File: src/rtl/core/bmp24_crop_to_rgb565_top_defines.svh
// ----------------------------------------------------------------------------
// bmp24_crop_to_rgb565 assertion macros
// Clocked on i_clk, disabled while i_rst_n is low.
// ----------------------------------------------------------------------------
`ifndef BMP24_CROP_TO_RGB565_TOP_DEFINES_SVH
`define BMP24_CROP_TO_RGB565_TOP_DEFINES_SVH

// same-cycle implication
`define BCR_ASSERT_IMP(label, ante, cons, msg) \
    label: assert property (@(posedge i_clk) disable iff (!i_rst_n) (ante) |-> (cons)) \
        else $error(msg);

// next-cycle implication
`define BCR_ASSERT_NXT(label, ante, cons, msg) \
    label: assert property (@(posedge i_clk) disable iff (!i_rst_n) (ante) |=> (cons)) \
        else $error(msg);

`endif

File: src/rtl/core/bcr_pkg.sv
// ----------------------------------------------------------------------------
// bcr_pkg
// Types, constants and helpers shared by the BMP to RGB565 converter.
// ----------------------------------------------------------------------------
package bcr_pkg;

    localparam int unsigned MAX_IMAGE_DIM = 4096;

    localparam logic [7:0]  MAGIC_B     = 8'h42;
    localparam logic [7:0]  MAGIC_M     = 8'h4D;
    localparam logic [15:0] DEPTH_BGR24 = 16'd24;

    // last byte of each header field
    localparam logic [31:0] POS_OFFSET_END = 32'd13;
    localparam logic [31:0] POS_WIDTH_END  = 32'd21;
    localparam logic [31:0] POS_HEIGHT_END = 32'd25;
    localparam logic [31:0] POS_DEPTH_END  = 32'd29;
    localparam logic [31:0] POS_COMP_END   = 32'd33;
    localparam logic [31:0] POS_HEADER_END = 32'd53;

    typedef enum logic [2:0] {
        PH_MAGIC,
        PH_HEADER,
        PH_SKIP,
        PH_PIXEL,
        PH_DONE
    } t_phase;

    typedef enum logic [1:0] {
        KIND_PIXEL,
        KIND_NOT_BMP,
        KIND_UNSUPPORTED
    } t_kind;

    typedef enum logic {
        REG_DISPLAY_WIDTH,
        REG_DISPLAY_HEIGHT
    } t_reg_idx;

    typedef struct packed {
        logic [7:0] file_byte;
        logic       start_of_file;
    } t_in;

    typedef struct packed {
        t_kind       kind;
        logic [15:0] pixel_color;
        logic [11:0] pos_x;
        logic [11:0] pos_y;
        logic        end_of_image;
    } t_out;

    typedef struct packed {
        logic [12:0] display_width;
        logic [12:0] display_height;
    } t_cfg;

    typedef struct packed {
        t_kind       kind;
        logic [7:0]  blue;
        logic [7:0]  green;
        logic [7:0]  red;
        logic [11:0] pos_x;
        logic [11:0] pos_y;
        logic        end_of_image;
    } t_op;

    function automatic logic dim_bad(input logic [31:0] v);
        return (v == 32'd0) || v[31] || (v > 32'(MAX_IMAGE_DIM));
    endfunction

    function automatic logic [15:0] to_rgb565(input logic [7:0] red,
                                              input logic [7:0] green,
                                              input logic [7:0] blue);
        return {red[7:3], green[7:2], blue[7:3]};
    endfunction

endpackage

File: src/rtl/core/bcr_cfg.sv
// ----------------------------------------------------------------------------
// bcr_cfg
// APB register file holding the display area size.
// ----------------------------------------------------------------------------
module bcr_cfg
    import bcr_pkg::*;
(
    input  logic        i_clk,
    input  logic        i_rst_n,
    input  logic        psel,
    input  logic        penable,
    input  logic        pwrite,
    input  logic [2:0]  paddr,
    input  logic [31:0] pwdata,
    output logic [31:0] prdata,
    output logic        pready,
    output t_cfg        o_cfg
);

    logic [12:0] r_display_width;
    logic [12:0] r_display_height;
    t_reg_idx    reg_idx;
    logic        wr_en;

    assign reg_idx = t_reg_idx'(paddr[2]);
    assign wr_en   = psel & penable & pwrite;
    assign pready  = 1'b1;

    always_ff @(posedge i_clk) begin
        if (!i_rst_n) begin
            r_display_width  <= 13'd320;
            r_display_height <= 13'd240;
        end else if (wr_en) begin
            case (reg_idx)
                REG_DISPLAY_WIDTH:  r_display_width  <= pwdata[12:0];
                REG_DISPLAY_HEIGHT: r_display_height <= pwdata[12:0];
                default: ;
            endcase
        end
    end

    always_comb begin
        case (reg_idx)
            REG_DISPLAY_WIDTH:  prdata = {19'd0, r_display_width};
            REG_DISPLAY_HEIGHT: prdata = {19'd0, r_display_height};
            default:            prdata = 32'd0;
        endcase
    end

    assign o_cfg.display_width  = r_display_width;
    assign o_cfg.display_height = r_display_height;

endmodule

File: src/rtl/core/bcr_front.sv
// ----------------------------------------------------------------------------
// bcr_front
// Byte parser: header capture, skip, row walk and crop classification.
// ----------------------------------------------------------------------------
`include "bmp24_crop_to_rgb565_top_defines.svh"

module bcr_front
    import bcr_pkg::*;
(
    input  logic i_clk,
    input  logic i_rst_n,
    input  logic i_accept,
    input  t_in  i_item,
    input  t_cfg i_cfg,
    output logic o_op_valid,
    output t_op  o_op
);

    t_phase      r_phase, n_phase;
    logic [31:0] r_pos, n_pos;
    logic [31:0] r_shift, n_shift;
    logic [31:0] r_pix_off, n_pix_off;
    logic [12:0] r_width, n_width;
    logic [12:0] r_height, n_height;
    logic        r_depth_ok, n_depth_ok;
    logic        r_comp_ok, n_comp_ok;
    logic        r_size_bad, n_size_bad;
    logic [11:0] r_c0, n_c0;
    logic [12:0] r_c1p1, n_c1p1;
    logic [11:0] r_xoff, n_xoff;
    logic [11:0] r_r0, n_r0;
    logic [12:0] r_r1p1, n_r1p1;
    logic [11:0] r_yoff, n_yoff;
    logic [13:0] r_w3, n_w3;
    logic [13:0] r_row_bytes, n_row_bytes;
    logic [13:0] r_bir, n_bir;
    logic [1:0]  r_bip, n_bip;
    logic [11:0] r_col, n_col;
    logic [11:0] r_row_rev, n_row_rev;
    logic [7:0]  r_blue, n_blue;
    logic [7:0]  r_green, n_green;

    t_phase      eff_phase;
    logic [31:0] eff_pos;
    logic [7:0]  b;
    logic        magic_bad;
    logic        hdr_last;
    logic        hdr_bad;
    logic        skip_wait;
    logic        pix_mode;
    logic        in_data;
    logic        keep;
    logic        row_end;
    logic [13:0] bir_inc;
    logic        op_emit;

    logic [12:0] bx_dx, by_dy;
    logic [11:0] bx_x0, bx_c0, by_y0, by_r0;
    logic [12:0] bx_c1p1, by_r1p1;
    logic [13:0] w3_calc;

    assign b         = i_item.file_byte;
    assign eff_phase = i_item.start_of_file ? PH_MAGIC : r_phase;
    assign eff_pos   = i_item.start_of_file ? 32'd0 : r_pos;
    assign magic_bad = (eff_phase == PH_MAGIC) &&
                       (b != ((eff_pos == 32'd0) ? MAGIC_B : MAGIC_M));
    assign hdr_last  = (eff_phase == PH_HEADER) && (r_pos == POS_HEADER_END);
    assign hdr_bad   = !r_depth_ok || !r_comp_ok || r_size_bad;
    assign skip_wait = r_pos < r_pix_off;
    assign pix_mode  = (eff_phase == PH_PIXEL) || ((eff_phase == PH_SKIP) && !skip_wait);
    assign in_data   = r_bir < r_w3;
    assign bir_inc   = r_bir + 14'd1;
    assign row_end   = bir_inc == r_row_bytes;
    assign keep      = (r_col >= r_c0) && ({1'b0, r_col} < r_c1p1) &&
                       (r_row_rev >= r_r0) && ({1'b0, r_row_rev} < r_r1p1);

    // centering / cropping window for the captured image size
    always_comb begin
        if (i_cfg.display_width >= r_width) begin
            bx_dx   = i_cfg.display_width - r_width;
            bx_x0   = bx_dx[12:1];
            bx_c0   = 12'd0;
            bx_c1p1 = r_width;
        end else begin
            bx_dx   = r_width - i_cfg.display_width;
            bx_x0   = 12'd0;
            bx_c0   = bx_dx[12:1];
            bx_c1p1 = {1'b0, bx_c0} + i_cfg.display_width;
        end
        if (i_cfg.display_height >= r_height) begin
            by_dy   = i_cfg.display_height - r_height;
            by_y0   = by_dy[12:1];
            by_r0   = 12'd0;
            by_r1p1 = r_height;
        end else begin
            by_dy   = r_height - i_cfg.display_height;
            by_y0   = 12'd0;
            by_r0   = by_dy[12:1];
            by_r1p1 = {1'b0, by_r0} + i_cfg.display_height;
        end
        w3_calc = {1'b0, r_width} + {r_width, 1'b0};
    end

    // next state
    always_comb begin
        n_phase = eff_phase;
        case (eff_phase)
            PH_MAGIC: begin
                if (magic_bad) begin
                    n_phase = PH_DONE;
                end else if (eff_pos != 32'd0) begin
                    n_phase = PH_HEADER;
                end
            end
            PH_HEADER: begin
                if (hdr_last) begin
                    n_phase = hdr_bad ? PH_DONE : PH_SKIP;
                end
            end
            PH_SKIP: begin
                if (!skip_wait) begin
                    n_phase = (row_end && (r_row_rev == 12'd0)) ? PH_DONE : PH_PIXEL;
                end
            end
            PH_PIXEL: begin
                if (row_end && (r_row_rev == 12'd0)) begin
                    n_phase = PH_DONE;
                end
            end
            PH_DONE:  n_phase = PH_DONE;
            default:  n_phase = PH_MAGIC;
        endcase
    end

    // datapath and beat out
    always_comb begin
        n_pos       = eff_pos;
        n_shift     = r_shift;
        n_pix_off   = r_pix_off;
        n_width     = r_width;
        n_height    = r_height;
        n_depth_ok  = r_depth_ok;
        n_comp_ok   = r_comp_ok;
        n_size_bad  = i_item.start_of_file ? 1'b0 : r_size_bad;
        n_c0        = r_c0;
        n_c1p1      = r_c1p1;
        n_xoff      = r_xoff;
        n_r0        = r_r0;
        n_r1p1      = r_r1p1;
        n_yoff      = r_yoff;
        n_w3        = r_w3;
        n_row_bytes = r_row_bytes;
        n_bir       = r_bir;
        n_bip       = r_bip;
        n_col       = r_col;
        n_row_rev   = r_row_rev;
        n_blue      = r_blue;
        n_green     = r_green;
        op_emit     = 1'b0;

        o_op.kind         = KIND_PIXEL;
        o_op.blue         = r_blue;
        o_op.green        = r_green;
        o_op.red          = b;
        o_op.pos_x        = r_xoff + r_col;
        o_op.pos_y        = r_yoff + r_row_rev;
        o_op.end_of_image = (r_row_rev == r_r0) && (({1'b0, r_col} + 13'd1) == r_c1p1);

        case (eff_phase)
            PH_MAGIC: begin
                if (magic_bad) begin
                    op_emit   = 1'b1;
                    o_op.kind = KIND_NOT_BMP;
                end else begin
                    n_pos = eff_pos + 32'd1;
                end
            end
            PH_HEADER: begin
                n_shift = {b, r_shift[31:8]};
                n_pos   = r_pos + 32'd1;
                case (r_pos)
                    POS_OFFSET_END: n_pix_off = n_shift;
                    POS_WIDTH_END: begin
                        n_size_bad = r_size_bad || dim_bad(n_shift);
                        n_width    = n_shift[12:0];
                    end
                    POS_HEIGHT_END: begin
                        n_size_bad = r_size_bad || dim_bad(n_shift);
                        n_height   = n_shift[12:0];
                    end
                    POS_DEPTH_END: n_depth_ok = n_shift[31:16] == DEPTH_BGR24;
                    POS_COMP_END:  n_comp_ok  = n_shift == 32'd0;
                    POS_HEADER_END: begin
                        if (hdr_bad) begin
                            op_emit   = 1'b1;
                            o_op.kind = KIND_UNSUPPORTED;
                        end else begin
                            n_c0        = bx_c0;
                            n_c1p1      = bx_c1p1;
                            n_xoff      = bx_x0 - bx_c0;
                            n_r0        = by_r0;
                            n_r1p1      = by_r1p1;
                            n_yoff      = by_y0 - by_r0;
                            n_w3        = w3_calc;
                            n_row_bytes = (w3_calc + 14'd3) & ~14'd3;
                            n_row_rev   = 12'(r_height - 13'd1);
                            n_bir       = 14'd0;
                            n_bip       = 2'd0;
                            n_col       = 12'd0;
                        end
                    end
                    default: ;
                endcase
            end
            PH_SKIP: begin
                if (skip_wait) begin
                    n_pos = r_pos + 32'd1;
                end
            end
            default: ;
        endcase

        if (pix_mode) begin
            if (in_data) begin
                case (r_bip)
                    2'd0: begin
                        n_blue = b;
                        n_bip  = 2'd1;
                    end
                    2'd1: begin
                        n_green = b;
                        n_bip   = 2'd2;
                    end
                    default: begin
                        op_emit = keep;
                        n_col   = r_col + 12'd1;
                        n_bip   = 2'd0;
                    end
                endcase
            end
            n_bir = bir_inc;
            if (row_end) begin
                n_bir = 14'd0;
                n_col = 12'd0;
                n_bip = 2'd0;
                if (r_row_rev != 12'd0) begin
                    n_row_rev = r_row_rev - 12'd1;
                end
            end
        end

        if (o_op.kind != KIND_PIXEL) begin
            o_op.blue         = 8'd0;
            o_op.green        = 8'd0;
            o_op.red          = 8'd0;
            o_op.pos_x        = 12'd0;
            o_op.pos_y        = 12'd0;
            o_op.end_of_image = 1'b0;
        end
    end

    assign o_op_valid = i_accept && op_emit;

    always_ff @(posedge i_clk) begin
        if (!i_rst_n) begin
            r_phase    <= PH_MAGIC;
            r_pos      <= 32'd0;
            r_size_bad <= 1'b0;
        end else if (i_accept) begin
            r_phase    <= n_phase;
            r_pos      <= n_pos;
            r_size_bad <= n_size_bad;
        end
    end

    always_ff @(posedge i_clk) begin
        if (i_accept) begin
            r_shift     <= n_shift;
            r_pix_off   <= n_pix_off;
            r_width     <= n_width;
            r_height    <= n_height;
            r_depth_ok  <= n_depth_ok;
            r_comp_ok   <= n_comp_ok;
            r_c0        <= n_c0;
            r_c1p1      <= n_c1p1;
            r_xoff      <= n_xoff;
            r_r0        <= n_r0;
            r_r1p1      <= n_r1p1;
            r_yoff      <= n_yoff;
            r_w3        <= n_w3;
            r_row_bytes <= n_row_bytes;
            r_bir       <= n_bir;
            r_bip       <= n_bip;
            r_col       <= n_col;
            r_row_rev   <= n_row_rev;
            r_blue      <= n_blue;
            r_green     <= n_green;
        end
    end

    `BCR_ASSERT_NXT(a_status_ends_file, o_op_valid && (o_op.kind != KIND_PIXEL), r_phase == PH_DONE, "status beat left parser active")
    `BCR_ASSERT_IMP(a_bip_range, r_phase == PH_PIXEL, r_bip != 2'd3, "byte-in-pixel out of range")
    `BCR_ASSERT_IMP(a_row_walk, r_phase == PH_PIXEL, r_bir < r_row_bytes, "row byte count overran row")

endmodule

File: src/rtl/core/bcr_queue.sv
// ----------------------------------------------------------------------------
// bcr_queue
// Two-entry queue of classified beats between parser and output stage.
// ----------------------------------------------------------------------------
module bcr_queue
    import bcr_pkg::*;
(
    input  logic i_clk,
    input  logic i_rst_n,
    input  logic i_push,
    input  t_op  i_op,
    output logic o_full,
    input  logic i_pop,
    output logic o_empty,
    output t_op  o_op
);

    t_op        r_mem [2];
    logic       r_wr_ptr;
    logic       r_rd_ptr;
    logic [1:0] r_cnt;
    logic       do_push;
    logic       do_pop;

    assign o_full  = r_cnt == 2'd2;
    assign o_empty = r_cnt == 2'd0;
    assign do_push = i_push && !o_full;
    assign do_pop  = i_pop && !o_empty;
    assign o_op    = r_mem[r_rd_ptr];

    always_ff @(posedge i_clk) begin
        if (!i_rst_n) begin
            r_wr_ptr <= 1'b0;
            r_rd_ptr <= 1'b0;
            r_cnt    <= 2'd0;
        end else begin
            if (do_push) begin
                r_wr_ptr <= ~r_wr_ptr;
            end
            if (do_pop) begin
                r_rd_ptr <= ~r_rd_ptr;
            end
            case ({do_push, do_pop})
                2'b10:   r_cnt <= r_cnt + 2'd1;
                2'b01:   r_cnt <= r_cnt - 2'd1;
                default: r_cnt <= r_cnt;
            endcase
        end
    end

    always_ff @(posedge i_clk) begin
        if (do_push) begin
            r_mem[r_wr_ptr] <= i_op;
        end
    end

endmodule

File: src/rtl/core/bcr_back.sv
// ----------------------------------------------------------------------------
// bcr_back
// Output stage: RGB565 packing and a two-entry result buffer.
// ----------------------------------------------------------------------------
`include "bmp24_crop_to_rgb565_top_defines.svh"

module bcr_back
    import bcr_pkg::*;
(
    input  logic i_clk,
    input  logic i_rst_n,
    input  logic i_op_empty,
    input  t_op  i_op,
    output logic o_op_pop,
    input  logic i_pop,
    output logic o_empty,
    output t_out o_result
);

    t_out       r_buf [2];
    logic       r_wr_ptr;
    logic       r_rd_ptr;
    logic [1:0] r_cnt;
    logic       out_pop;
    logic       take;
    t_out       conv;

    assign out_pop  = i_pop && (r_cnt != 2'd0);
    assign take     = !i_op_empty && ((r_cnt != 2'd2) || out_pop);
    assign o_op_pop = take;
    assign o_empty  = r_cnt == 2'd0;
    assign o_result = r_buf[r_rd_ptr];

    always_comb begin
        conv.kind         = i_op.kind;
        conv.pixel_color  = to_rgb565(i_op.red, i_op.green, i_op.blue);
        conv.pos_x        = i_op.pos_x;
        conv.pos_y        = i_op.pos_y;
        conv.end_of_image = i_op.end_of_image;
        if (i_op.kind != KIND_PIXEL) begin
            conv.pixel_color = 16'd0;
        end
    end

    always_ff @(posedge i_clk) begin
        if (!i_rst_n) begin
            r_wr_ptr <= 1'b0;
            r_rd_ptr <= 1'b0;
            r_cnt    <= 2'd0;
        end else begin
            if (take) begin
                r_wr_ptr <= ~r_wr_ptr;
            end
            if (out_pop) begin
                r_rd_ptr <= ~r_rd_ptr;
            end
            case ({take, out_pop})
                2'b10:   r_cnt <= r_cnt + 2'd1;
                2'b01:   r_cnt <= r_cnt - 2'd1;
                default: r_cnt <= r_cnt;
            endcase
        end
    end

    always_ff @(posedge i_clk) begin
        if (take) begin
            r_buf[r_wr_ptr] <= conv;
        end
    end

    `BCR_ASSERT_IMP(a_cnt_range, 1'b1, r_cnt != 2'd3, "result buffer count overflow")
    `BCR_ASSERT_NXT(a_fill, (r_cnt == 2'd0) && take, !o_empty, "taken beat not visible")
    `BCR_ASSERT_NXT(a_drain, (r_cnt == 2'd1) && out_pop && !take, o_empty, "popped beat still shown")
    `BCR_ASSERT_IMP(a_status_clean, !o_empty && (o_result.kind != KIND_PIXEL), (o_result.pixel_color == 16'd0) && !o_result.end_of_image, "status beat carries pixel data")

endmodule

File: src/rtl/core/bmp24_crop_to_rgb565_top.sv
// ----------------------------------------------------------------------------
// bmp24_crop_to_rgb565_top: one file byte per cycle while not full.
// Parser stalls (full) only when its two-entry beat queue is full of unread beats.
// Synchronous active-low reset: parser waits for 'BM', display area 320 x 240.
// ----------------------------------------------------------------------------
module bmp24_crop_to_rgb565_top
    import bcr_pkg::*;
(
    input  logic        i_clk,
    input  logic        i_rst_n,
    input  logic        psel,
    input  logic        penable,
    input  logic        pwrite,
    input  logic [2:0]  paddr,
    input  logic [31:0] pwdata,
    output logic [31:0] prdata,
    output logic        pready,
    input  logic        push,
    output logic        full,
    input  t_in         i_item,
    output logic        empty,
    input  logic        pop,
    output t_out        o_result
);

    t_cfg cfg;
    logic accept;
    logic op_valid;
    t_op  op_in;
    t_op  op_out;
    logic op_empty;
    logic op_pop;

    assign accept = push && !full;

    bcr_cfg u_cfg (
        .i_clk   (i_clk),
        .i_rst_n (i_rst_n),
        .psel    (psel),
        .penable (penable),
        .pwrite  (pwrite),
        .paddr   (paddr),
        .pwdata  (pwdata),
        .prdata  (prdata),
        .pready  (pready),
        .o_cfg   (cfg)
    );

    bcr_front u_front (
        .i_clk      (i_clk),
        .i_rst_n    (i_rst_n),
        .i_accept   (accept),
        .i_item     (i_item),
        .i_cfg      (cfg),
        .o_op_valid (op_valid),
        .o_op       (op_in)
    );

    bcr_queue u_queue (
        .i_clk   (i_clk),
        .i_rst_n (i_rst_n),
        .i_push  (op_valid),
        .i_op    (op_in),
        .o_full  (full),
        .i_pop   (op_pop),
        .o_empty (op_empty),
        .o_op    (op_out)
    );

    bcr_back u_back (
        .i_clk      (i_clk),
        .i_rst_n    (i_rst_n),
        .i_op_empty (op_empty),
        .i_op       (op_out),
        .o_op_pop   (op_pop),
        .i_pop      (pop),
        .o_empty    (empty),
        .o_result   (o_result)
    );

endmodule
File: config.mk
export PLATFORM = sky130hd
export DESIGN_NAME = bmp24_crop_to_rgb565_top
export DESIGN_NICKNAME = d
export VERILOG_FILES = /design/src/rtl/core/bcr_pkg.sv /design/src/rtl/core/bcr_cfg.sv /design/src/rtl/core/bcr_front.sv /design/src/rtl/core/bcr_queue.sv /design/src/rtl/core/bcr_back.sv /design/src/rtl/core/bmp24_crop_to_rgb565_top.sv
export VERILOG_INCLUDE_DIRS = /design/src /design/src/rtl/core
export SDC_FILE = /design/constraint.sdc
export NUM_CORES = 1
export LEC_CHECK = 0
export ABC_AREA = 1
export BUFFER_PORTS_ARGS = -buffer_cell sky130_fd_sc_hd__buf_2
export CAP_MARGIN = 20
export CORE_ASPECT_RATIO = 1.4
export CORE_UTILIZATION = 38
export CTS_CLUSTER_DIAMETER = 150
export DETAILED_ROUTE_END_ITERATION = 7
export PLACE_DENSITY = 0.53
export SLEW_MARGIN = 20
export SYNTH_ARGS = -nofsm -noshare
export SYNTH_HDL_FRONTEND = slang
export SYNTH_SLANG_ARGS = --single-unit
File: constraint.sdc
create_clock -name i_clk -period 14.62 [get_ports i_clk]
set_input_delay 2.924 -clock i_clk [delete_from_list [all_inputs] [get_ports i_clk]]
set_output_delay 2.924 -clock i_clk [all_outputs]
set_load 0.1 [all_outputs]
==> metrics.md, run 1 <==
| Metric | Value |
|---|---|
| Status | finished clean |
| Commonest cells in the netlist | nand2_1, inv_1, edfxtp_1 |
| Routability Congestion | 0.970 |
| Post-DR wirelength/cell | 18.6 µm |
| # setup viols final | 0 |
| Slowest stage cell on the critical path | o21ai_0 |
| Launching point of the worst reg2reg path | u_front.r_pos[28] |
| Slew headroom | 26.8% |
| Ys Warns | 0 |
| Synthesized netlist cell count | 3896 |
| Max FO, Critical Path | 28 |
| Num CTS Buffers | 51 |
| Number of fillers in the final layout | 8366 |
| Final Instance Count excl. Fillers | 5061 |
| First DRT Iteration DRCs | 1821 |
| Setup tns final | 0 ns |
| Setup crit start | paddr[2] |
| Routed vias | 26000 |
| First-pass DRT Iterations | 6 |
| Routed WL | 94100 µm |
| Async SR Flop Fraction | 0% |
| Row cnt | 124 |
| HP Class | reg2reg |
| Max Fclk | 138 MHz |
| Initial antenna violation count | 1 |
| Reg-to-Reg End | u_queue.r_mem[0][20] |
| Die H | 343 µm |
| Count of cell types in the netlist | 62 |
| R2R depth | 17 |
| Clock-pin slew on the worst setup and hold paths | 0.06 ns |
| Seq/Total Area, Yosys | 43.2% |
| Largest net degree at the start of global routing | 66 |
| Grt peak-use layer | met2 |
| Clock sink count | 479 |
| Via density | 5.13 |
| Core Box Area | 82100 µm² |
| CTS tree | built |
| Post-synth EDFFs | 407 |
| Crit path kind | in2out |
| Post-CTS Resized | 0 |
| Peak supply drop | 0.000188 V |
| Post-Syn Area | 31600 µm² |
| Levels on crit path | 3 |
| Area growth syn-to-layout | 9.69% |
| Remaining antenna violation count after routing | 0 |
| Slew Viols, Final | 0 |
| Post-route clock period utilization | 49.6% |
| Share of layout cells above drive strength 1 | 7.90% |
| Initial Utilization | 38.5% |
| Post-synth top area share | 38.7% |
| Worst Tran Pin Value | 1.10 ns |
| Clock Latency Late Sink | 0.62 ns |
| Max_cap viols | 0 |
| Grt total ovfl | 0 |
| Die area | 84300 µm² |
| CP Capture Type | output pin |
| Port Buffers | 87 |
| Die width | 246 µm |
| Most frequent cell after synthesis | nand2_1 |
| Avg Cell Area, Syn | 8.11 µm² |
| Flops & latches, synth | 479 |
| Top cells by area, synth | edfxtp_1, nand2_1, ha_1 |
| Ports | 129 |
| Biggest cell delay along the critical path | 0.59 ns |
| Worst EP arrival | 4.33 ns |
| Critical path launch point type | input pin |
| First-pass GRT wire length | 143000 µm |
| Final Hold Fails | 0 |
| Hpwl dp | 72000 µm |
| Crit-path leading delay family | buffers and inverters |
| GR Util met1 | 24.6% |
| Post-layout min period | 7.25 ns |
| Placed instance count | 4967 |
| Htree depth | 2 |
| Crit path capture | prdata[10] |
| Worst R2R Setup Slack | 9.68 ns |
| Lkg Pwr | 15.3 nW |
| Clk_skew | 0.0330 ns |
| Number of global-route vias before repair | 25100 |
| DRC errors left | 0 |
| Hold_buf cts | 0 |
| RSZ-0062 raised after global routing | no |
| Worst Path Buf+Inv | 2 |
| GRT Total Usage | 22.2% |
| Clk root buf | clkbuf_16 |
| Met2 usage | 41.5% |
| Most used DFF post-synth | edfxtp_1 |
| Clock buffer depth | 3 |
| Postcts setup bufs | 0 |
| Met3 usage | 2.02% |
| Final Net Count | 4224 |
| Req. time, crit path | 11.70 ns |
| Cell area power density | 130 nW/µm² |
| Crit path cell chain | buf_2 -> o21ai_0 -> buf_2 |
| Biggest area consumer among synthesized cells | edfxtp_1 |
| Most common cell on crit path | buf_2 |
[worst reg2reg max path, cell delays in order, from the launching register on]
cell,delay (ns)
dfxtp_1,0.64
ha_1,0.20
nand2_1,0.04
nor2_1,0.12
nand4_1,0.17
nor4_1,0.43
nand2_1,0.11
buf_4,0.27
nand2_1,0.10
buf_4,0.39
nand2_1,0.44
nand2_1,0.16
buf_4,0.28
inv_2,0.15
nand2_1,0.10
nand3_2,0.21
nor2_4,0.13
buf_4,0.51
[power breakdown]
group	internal, W	switching [W]
Clock	0.000717	0.000559
Sequential	0.00170	0.0000931
Combinational	0.000307	0.00113
[kinds of logic after synthesis]
| group | share of synthesized area [%] |
|---|---|
| other | 0.0238 |
| AND/OR/NAND/NOR | 23.8 |
| AO/OA/AOI/OAI | 9.90 |
| buffers and inverters | 8.45 |
| adder cells (fa/ha/maj) | 9.08 |
| flip-flops | 43.2 |
| multiplexers | 1.56 |
| XOR/XNOR | 3.96 |
[per-stage QoR]
| stage | utilization, % | hold slack (ns) | total power (W) | area [µm²] | setup slack [ns] |
|---|---|---|---|---|---|
| after global placement | 40.2 | 0.429 | 0.00326 | 33000 | 7.22 |
| after floorplan | - | 0.426 | 0.00296 | 31700 | 5.76 |
| after global routing | 42.2 | 0.469 | 0.00471 | 34700 | 7.34 |
| after CTS | 42.2 | 0.449 | 0.00456 | 34700 | 7.47 |
| final | 42.2 | 0.447 | 0.00451 | 34700 | 7.37 |
| after detailed placement | 40.2 | 0.431 | 0.00327 | 33000 | 7.19 |
[sequential cells by signal, indices dropped and copies added (netlist names), 13 cells and up, named ones only]
name                    cells
u_back.r_buf               86
u_queue.r_mem              86
u_front.r_pix_off          32
u_front.r_pos              32
u_front.r_shift            24
u_front.r_bir              14
u_front.r_w3               14
u_cfg.r_display_height     13
u_cfg.r_display_width      13
u_front.r_c1p1             13
u_front.r_height           13
u_front.r_r1p1             13
u_front.r_width            13
[layout make-up]
class / instances / area, µm² / share of cell area (%)
Multi-Input combinational cell: 2776 / 15400 / 44.4
Sequential cell: 479 / 13700 / 39.4
Inverter: 527 / 1990 / 5.73
Tap cell: 1071 / 1340 / 3.87
Clock buffer: 61 / 1310 / 3.79
Timing Repair Buffer: 114 / 638 / 1.84
Clock inverter: 32 / 313 / 0.902
Antenna cell: 1 / 2.50 / 0.00722
[placed cells by master (no fill, tap or decap), types with 6 or more instances in the layout]
master	instances
xnor2_1	24
o31ai_1	6
nand2_1	953
o21ai_1	7
nor3_1	46
nor4_1	10
inv_1	513
buf_2	87
nor2_4	6
clkinvlp_4	7
nor2_2	12
xor2_1	119
clkinv_1	8
nor2_1	324
clkbuf_16	51
nand3b_1	21
edfxtp_1	407
fa_1	9
clkbuf_1	10
ha_1	215
clkinv_2	9
a21oi_1	284
conb_1	20
dfxtp_1	71
buf_4	27
or2_2	9
nand2_2	25
a31oi_1	12
nand4_1	69
o2111ai_1	6
inv_2	9
mux2_2	43
o21ai_0	198
o21bai_1	20
o211ai_1	19
nand3_1	269
[per-layer routing]
| metal | vias up | wire [µm] |
|---|---|---|
| met2 | 612 | 48900 |
| li1 | 13100 | - |
| met4 | 0 | 5150 |
| met3 | 203 | 3160 |
| met5 | - | 0 |
| met1 | 12100 | 36900 |
[how the worst min path moves through the flow]
stage,cells past startpoint,endpoint,from
floorplan,1,flip-flop,u_back.r_rd_ptr
CTS,1,flip-flop,u_back.r_rd_ptr
detailed placement,1,flip-flop,u_back.r_rd_ptr
finish,1,flip-flop,u_back.r_rd_ptr
global route,1,flip-flop,u_back.r_rd_ptr
global placement,1,flip-flop,u_back.r_rd_ptr
Power figures use the tool's default switching activity.
==> run 2, diff against run 1 <==
--- a/config.mk
+++ b/config.mk
@@ -13,7 +13,7 @@
 export CORE_UTILIZATION = 38
 export CTS_CLUSTER_DIAMETER = 150
 export DETAILED_ROUTE_END_ITERATION = 7
-export PLACE_DENSITY = 0.53
+export PLACE_DENSITY = 0.55
 export SLEW_MARGIN = 20
 export SYNTH_ARGS = -nofsm -noshare
 export SYNTH_HDL_FRONTEND = slang
==> constraint.sdc (replaced) <==
create_clock -name i_clk -period 6.4 [get_ports i_clk]
set_input_delay 1.28 -clock i_clk [delete_from_list [all_inputs] [get_ports i_clk]]
set_output_delay 1.28 -clock i_clk [all_outputs]
set_load 0.1 [all_outputs]
==> run 2 against run 1 <==
Effect of this change:
- cell count rose by 0.28%
- count of clock-buffer cells in the layout fell by 2
- clock skew fell by 0.0041 ns
- non-clock buffer count rose by 11
- critical path depth rose by 15
- die area did not move
- worst setup slack got worse by 5.2 ns
- clock power rose by 140%
- wire length rose by 1.6%
- critical path type is now reg2reg
- sequential share of layout area fell by 0.21 points
- critical endpoint is now u_front.r_r1p1[11]
==> metrics.md, run 2 (same netlist as run 1, synthesis figures left out) <==
| Metric | Value |
|---|---|
| Status | finished clean |
| Slew headroom | 26.5% |
| Clock Latency Late Sink | 0.62 ns |
| Final Hold Fails | 0 |
| Post-CTS Resized | 0 |
| Routed WL | 95600 µm |
| Post-DR wirelength/cell | 18.8 µm |
| Post-layout min period | 4.19 ns |
| Largest registers | u_back.r_buf (86), u_queue.r_mem (86) |
| Largest net degree at the start of global routing | 64 |
| First-pass GRT wire length | 146000 µm |
| Via density | 5.14 |
| Post-route clock period utilization | 65.5% |
| Lkg Pwr | 15.4 nW |
| Max FO, Critical Path | 6 |
| CP Capture Type | flip-flop |
| Hold_buf cts | 0 |
| Biggest cell delay along the critical path | 0.76 ns |
| Setup tns final | 0 ns |
| Htree depth | 2 |
| Req. time, crit path | 6.75 ns |
| Final core occ | 42.5% |
| Critical path launch point type | flip-flop |
| Peak supply drop | 0.000391 V |
| Crit-path leading delay family | compound AO/OA/AOI/OAI gates |
| Worst EP arrival | 4.54 ns |
| HP Class | reg2reg |
| Number of fillers in the final layout | 8331 |
| Row cnt | 124 |
| Slew Viols, Final | 0 |
| Routability Congestion | 0.949 |
| Cell Area, Placed | 33100 µm² |
| Die area | 84300 µm² |
| Max_cap viols | 0 |
| Cell area power density | 300 nW/µm² |
| Hpwl dp | 73200 µm |
| Port Buffers | 87 |
| Share of layout cells above drive strength 1 | 8.22% |
| GRT Total Usage | 22.7% |
| Slowest stage cell on the critical path | dfxtp_1 |
| DRC errors left | 0 |
| Core Box Area | 82100 µm² |
| Ports | 129 |
| Die width | 246 µm |
| Fin area | 34800 µm² |
| First DRT Iteration DRCs | 1655 |
| Clock-pin slew on the worst setup and hold paths | 0.07 ns |
| Final Net Count | 4235 |
| CTS tree | built |
| Initial antenna violation count | 2 |
| Initial Utilization | 38.5% |
| Die H | 343 µm |
| Clock buffer depth | 3 |
| Placed instance count | 4978 |
| Remaining antenna violation count after routing | 0 |
| Number of global-route vias before repair | 25400 |
| Postcts setup bufs | 0 |
| Crit path cell chain | inv_1 -> ha_1 -> nand2_1 -> o21ai_0 -> nand2_1 -> nand3_1 -> and2_1 -> inv_1 -> ha_1 -> a21oi_1 -> o21ai_0 -> a21oi_1 -> o21ai_0 -> nand2_1 -> nand2_1 -> a21oi_1 -> xor2_1 -> o21ai_0 |
| Most frequent cells in the layout | nand2_1, inv_1, edfxtp_1 |
| Num CTS Buffers | 51 |
| Area growth syn-to-layout | 10.3% |
| First-pass DRT Iterations | 5 |
| Clk root buf | clkbuf_16 |
| Grt total ovfl | 0 |
| Routed vias | 26100 |
| # setup viols final | 0 |
| Worst Path Buf+Inv | 2 |
| Clk_skew | 0.0289 ns |
| RSZ-0062 raised after global routing | no |
| Clock sink count | 479 |
| Max Fclk | 239 MHz |
| Worst Tran Pin Value | 1.09 ns |
| Most common cell after layout, fill and taps aside | nand2_1 |
| Final Instance Count excl. Fillers | 5075 |
| Crit path kind | reg2reg |
-- run 2: changes by cell type in the layout (fill, tap and decap cells not counted), moves of 2 or more --
cell,delta
buf_4,+10
clkinvlp_4,-5
clkbuf_1,-4
inv_6,+4
clkinv_1,+3
clkbuf_16,+2
clkinv_2,-2
inv_4,+2
inv_8,+2
-- run 2: path summary, 6_finish.rpt --
path,startpoint,end,slack [ns],cells past startpoint
max,u_cfg.r_display_height[1],u_front.r_r1p1[11],2.21,18
min,u_back.r_rd_ptr,flip-flop,0.45,1
max reg2reg,u_cfg.r_display_height[1],u_front.r_r1p1[11],2.21,18
min reg2reg,u_back.r_rd_ptr,flip-flop,0.45,1
-- run 2: layout make-up --
| cell class | count | area [µm²] | share of cell area [%] |
|---|---|---|---|
| multi-input combinational | 2776 | 15400 | 44.2 |
| clock buffer | 59 | 1350 | 3.87 |
| clock inverter | 37 | 369 | 1.06 |
| antenna | 1 | 2.50 | 0.00718 |
| timing repair buffer | 125 | 733 | 2.10 |
| tap | 1071 | 1340 | 3.85 |
| inverter | 527 | 1990 | 5.70 |
| sequential | 479 | 13700 | 39.2 |
-- run 2: layer usage --
metal  share of wire (%)  track usage (%)  vias to the layer above
met4                 5.5             11.7                        2
met1                  39             25.3                    12100
li1                    -                -                    13100
met3                 3.3             2.32                      226
met2                  52             42.2                      617
met5              0.0094                0                        -
-- run 2: worst reg2reg max path: cells and delay by family (launching register included) --
kind	cells	cell delay (ns)
adder cells (fa/ha/maj)	2	0.75
flip-flops	1	0.76
AO/OA/AOI/OAI	7	1.17
XOR/XNOR	1	0.15
buffers and inverters	2	0.39
AND/OR/NAND/NOR	6	0.71
-- run 2: per-stage QoR --
stage / hold slack [ns] / power (W) / setup WS (ns)
2_1_floorplan: 0.426 / 0.00676 / 0.0881
3_3_place_gp: 0.433 / 0.00744 / 1.67
3_5_place_dp: 0.442 / 0.00747 / 1.64
4_1_cts: 0.451 / 0.0106 / 2.08
5_1_grt: 0.471 / 0.0109 / 1.87
6_report: 0.445 / 0.0104 / 2.21
-- run 2: report_power, final --
group / switching [W] / total (W) / internal, W / leakage [nW]
clock: 0.00132 / 0.00305 / 0.00174 / 0.842
sequential: 0.000176 / 0.00406 / 0.00388 / 4.27
combinational: 0.00262 / 0.00333 / 0.000707 / 10.3
total: 0.00412 / 0.0104 / 0.00633 / 15.4
==> run 3, diff against run 2 <==
--- a/config.mk
+++ b/config.mk
@@ -6,14 +6,14 @@
 export SDC_FILE = /design/constraint.sdc
 export NUM_CORES = 1
 export LEC_CHECK = 0
-export ABC_AREA = 1
+export ABC_AREA = 0
 export BUFFER_PORTS_ARGS = -buffer_cell sky130_fd_sc_hd__buf_2
 export CAP_MARGIN = 20
 export CORE_ASPECT_RATIO = 1.4
 export CORE_UTILIZATION = 38
 export CTS_CLUSTER_DIAMETER = 150
 export DETAILED_ROUTE_END_ITERATION = 7
-export PLACE_DENSITY = 0.55
+export PLACE_DENSITY = 0.54
 export SLEW_MARGIN = 20
 export SYNTH_ARGS = -nofsm -noshare
 export SYNTH_HDL_FRONTEND = slang
==> constraint.sdc (replaced) <==
create_clock -name i_clk -period 4.1 [get_ports i_clk]
set_input_delay 0.82 -clock i_clk [delete_from_list [all_inputs] [get_ports i_clk]]
set_output_delay 0.82 -clock i_clk [all_outputs]
set_load 0.1 [all_outputs]
==> run 3 against run 2 <==
Effect of this change:
- the flow now finishes with violations (DRC)
- synthesized area fell by 7.5%
- synthesized cell count fell by 26%
- non-clock buffer count rose by 183
- die area fell by 7.5%
- critical path type unchanged
- critical endpoint is now u_queue.r_cnt[1]
- largest power group unchanged
==> metrics.md, run 3 <==
| Metric | Value |
|---|---|
| Post-synth top area share | 41.8% |
| Biggest area consumer among synthesized cells | edfxtp_1 |
| Hpwl dp | 65800 µm |
| Worst EP arrival | 4.48 ns |
| Critical path launch point type | flip-flop |
| Failing checks | DRC |
| Most frequent cell after synthesis | edfxtp_1 |
| Clk root buf | clkbuf_16 |
| Status | finished with violations |
| Share of layout cells above drive strength 1 | 16.6% |
| Lkg Pwr | 13.3 nW |
| Most frequent cells in the layout | edfxtp_1, nand2_1, inv_1 |
| Via density | 5.43 |
| Clock buffer depth | 3 |
| # setup viols final | 0 |
| Logic pwr share | 31.5% |
| Post-Syn Area | 29200 µm² |
| Post-DR wirelength/cell | 20.5 µm |
| Grt total ovfl | 0 |
| Crit path kind | reg2reg |
| Clk_skew | 0.0433 ns |
| Flops & latches, synth | 479 |
| Post-layout min period | 3.92 ns |
| Core Box Area | 76300 µm² |
| Top cells by area, synth | edfxtp_1, ha_1, dfxtp_1 |
| Die width | 236 µm |
| Max FO, Critical Path | 3 |
| Htree depth | 2 |
| Cell internal pwr | 0.0103 W |
| Commonest cells in the netlist | edfxtp_1, nand2_1, ha_1, inv_1, nor2_1 |
| Worst Path Buf+Inv | 2 |
| Die H | 330 µm |
| Row cnt | 120 |
| Ports | 129 |
| Count of cell types in the netlist | 86 |
| Crit path cell chain | ha_1 -> a21o_1 -> a2111oi_0 -> nor4bb_2 -> o31a_1 -> o21ai_0 -> buf_4 -> or3_1 -> nor4_1 -> buf_4 -> o21ai_2 -> ha_1 -> or3_1 -> a21oi_1 |
| CP Capture Type | flip-flop |
| Clock sink count | 479 |
| Avg Cell Area, Syn | 10.2 µm² |
| Multi-input logic area | 14400 µm² |
| Routed vias | 22400 |
| Slowest stage cell on the critical path | edfxtp_1 |
| Clock-pin slew on the worst setup and hold paths | 0.07 ns |
| Most common cell after layout, fill and taps aside | edfxtp_1 |
| DRC errors left | 2 |
| First DRT Iteration DRCs | 1608 |
| Fin area | 34000 µm² |
| Final core occ | 44.6% |
| Clock power share | 30.0% |
| First-pass DRT Iterations | 7 |
| Flop pwr share | 38.6% |
| CTS tree | built |
| Worst Tran Pin Value | 1.02 ns |
| Post-synth EDFFs | 407 |
| Initial Utilization | 38.3% |
| HP Class | in2reg |
| First-pass GRT wire length | 129000 µm |
| Peak supply drop | 0.000407 V |
| Remaining antenna violation count after routing | 0 |
| Initial antenna violation count | 2 |
| GRT Total Usage | 21.5% |
| Most used DFF post-synth | edfxtp_1 |
| Final Hold Fails | 0 |
| Final Net Count | 3379 |
| Routability Congestion | 0.934 |
| Req. time, crit path | 4.66 ns |
| Max_cap viols | 0 |
| Hold Slack | 0.453 ns |
| Slew headroom | 31.9% |
| Area growth syn-to-layout | 16.5% |
| Largest registers | u_back.r_buf (86), u_queue.r_mem (86) |
| Number of global-route vias before repair | 22100 |
| Port Buffers | 87 |
| Slew Viols, Final | 0 |
| Async SR Flop Fraction | 0% |
| Max Fclk | 255 MHz |
| PnR worst setup slack | 0.175 ns |
| Setup tns final | 0 ns |
| Synthesized netlist cell count | 2866 |
| Die area | 78000 µm² |
| FF/Latch Area | 13700 µm² |
| Crit-path leading delay family | simple AND/OR/NAND/NOR gates |
| Cell Area, Placed | 32200 µm² |
| Ys Warns | 0 |
| Biggest cell delay along the critical path | 0.43 ns |
| Clock Latency Late Sink | 0.63 ns |
| Largest net degree at the start of global routing | 48 |
| Num CTS Buffers | 49 |
| Number of fillers in the final layout | 7270 |
| Cell area power density | 483 nW/µm² |
| Sw Ratio | 37.4% |
| Routed WL | 84400 µm |
| Place WS | 0.101 ns |
| Seq/Total Area, Yosys | 46.8% |
| Sw power | 0.00614 W |
| Post-route clock period utilization | 95.7% |
run 3: cell count changes after synthesis, moves of 46 or more:
cell / change
nand2_1: -717
inv_1: -298
nand3_1: -199
a21oi_1: -122
nor2_1: -121
xnor2_1: +108
xor2_1: -46
run 3: power by group through the flow:
| stage | logic, W | clock network, W | registers (W) |
|---|---|---|---|
| 5_1_grt | 0.00550 | 0.00522 | 0.00641 |
| 4_1_cts | 0.00521 | 0.00505 | 0.00635 |
| 2_1_floorplan | 0.00408 | 0 | 0.00634 |
| 3_5_place_dp | 0.00519 | 0 | 0.00645 |
| 6_report | 0.00517 | 0.00492 | 0.00634 |
| 3_3_place_gp | 0.00514 | 0 | 0.00643 |
run 3: cell type report:
type	count	area share, %
tap	976	3.59
inverter	215	2.37
clock buffer	59	3.77
multi-input combinational	2051	42.3
timing repair buffer	308	6.41
sequential	479	40.1
clock inverter	33	1.43
antenna	1	0.00735
run 3: through the flow:
stage	total power, W	instances
2_1_floorplan	0.0104	2884
6_report	0.0164	4122
5_1_grt	0.0171	4121
4_1_cts	0.0166	4118
3_3_place_gp	0.0116	4026
3_5_place_dp	0.0116	4026
run 3: what timing repair did:
| action | 4_1_cts | 5_1_grt |
|---|---|---|
| setup endpoints to repair | 0 | 13 |
| buffers inserted | 0 | 3 |
| resized for setup | 0 | 19 |
| hold buffers | 0 | 0 |
run 3: final timing paths:
check | start | endpoint | slack, ns | depth (start not counted)
setup / recovery | u_front.r_bir[6] | u_queue.r_cnt[1] | 0.18 | 14
hold / removal | pwdata[0] | u_cfg.r_display_width[0] | 0.45 | 3
setup reg to reg | u_front.r_bir[6] | u_queue.r_cnt[1] | 0.18 | 14
hold reg to reg | u_front.r_shift[22] | u_front.r_pix_off[14] | 0.48 | 0
run 3: cells by family after synthesis:
family / after synthesis / share of synthesized area [%]
mux: 103 / 3.85
simple gates: 868 / 14.6
other cells: 2 / 0.0257
fa+ha+maj: 224 / 9.82
buf+inv: 354 / 4.83
compound gates: 630 / 13.9
flops: 479 / 46.8
xor+xnor: 206 / 6.22
run 3: worst reg2reg max path, stage by stage (launching register included):
cell and delay (ns):
edfxtp_1 0.43, ha_1 0.34, a21o_1 0.16, a2111oi_0 0.35, nor4bb_2 0.36, o31a_1 0.20, o21ai_0 0.10, buf_4 0.17
or3_1 0.36, nor4_1 0.21, buf_4 0.17, o21ai_2 0.13, ha_1 0.37, or3_1 0.35, a21oi_1 0.15
run 3: routing by layer:
metal / wire length [µm] / GRT usage [%] / vias up
met4: 3350 / 8.98 / 0
li1: - / - / 10900
met2: 41400 / 37.6 / 645
met5: 0 / 0 / -
met3: 3560 / 2.47 / 146
met1: 36000 / 26.8 / 10700
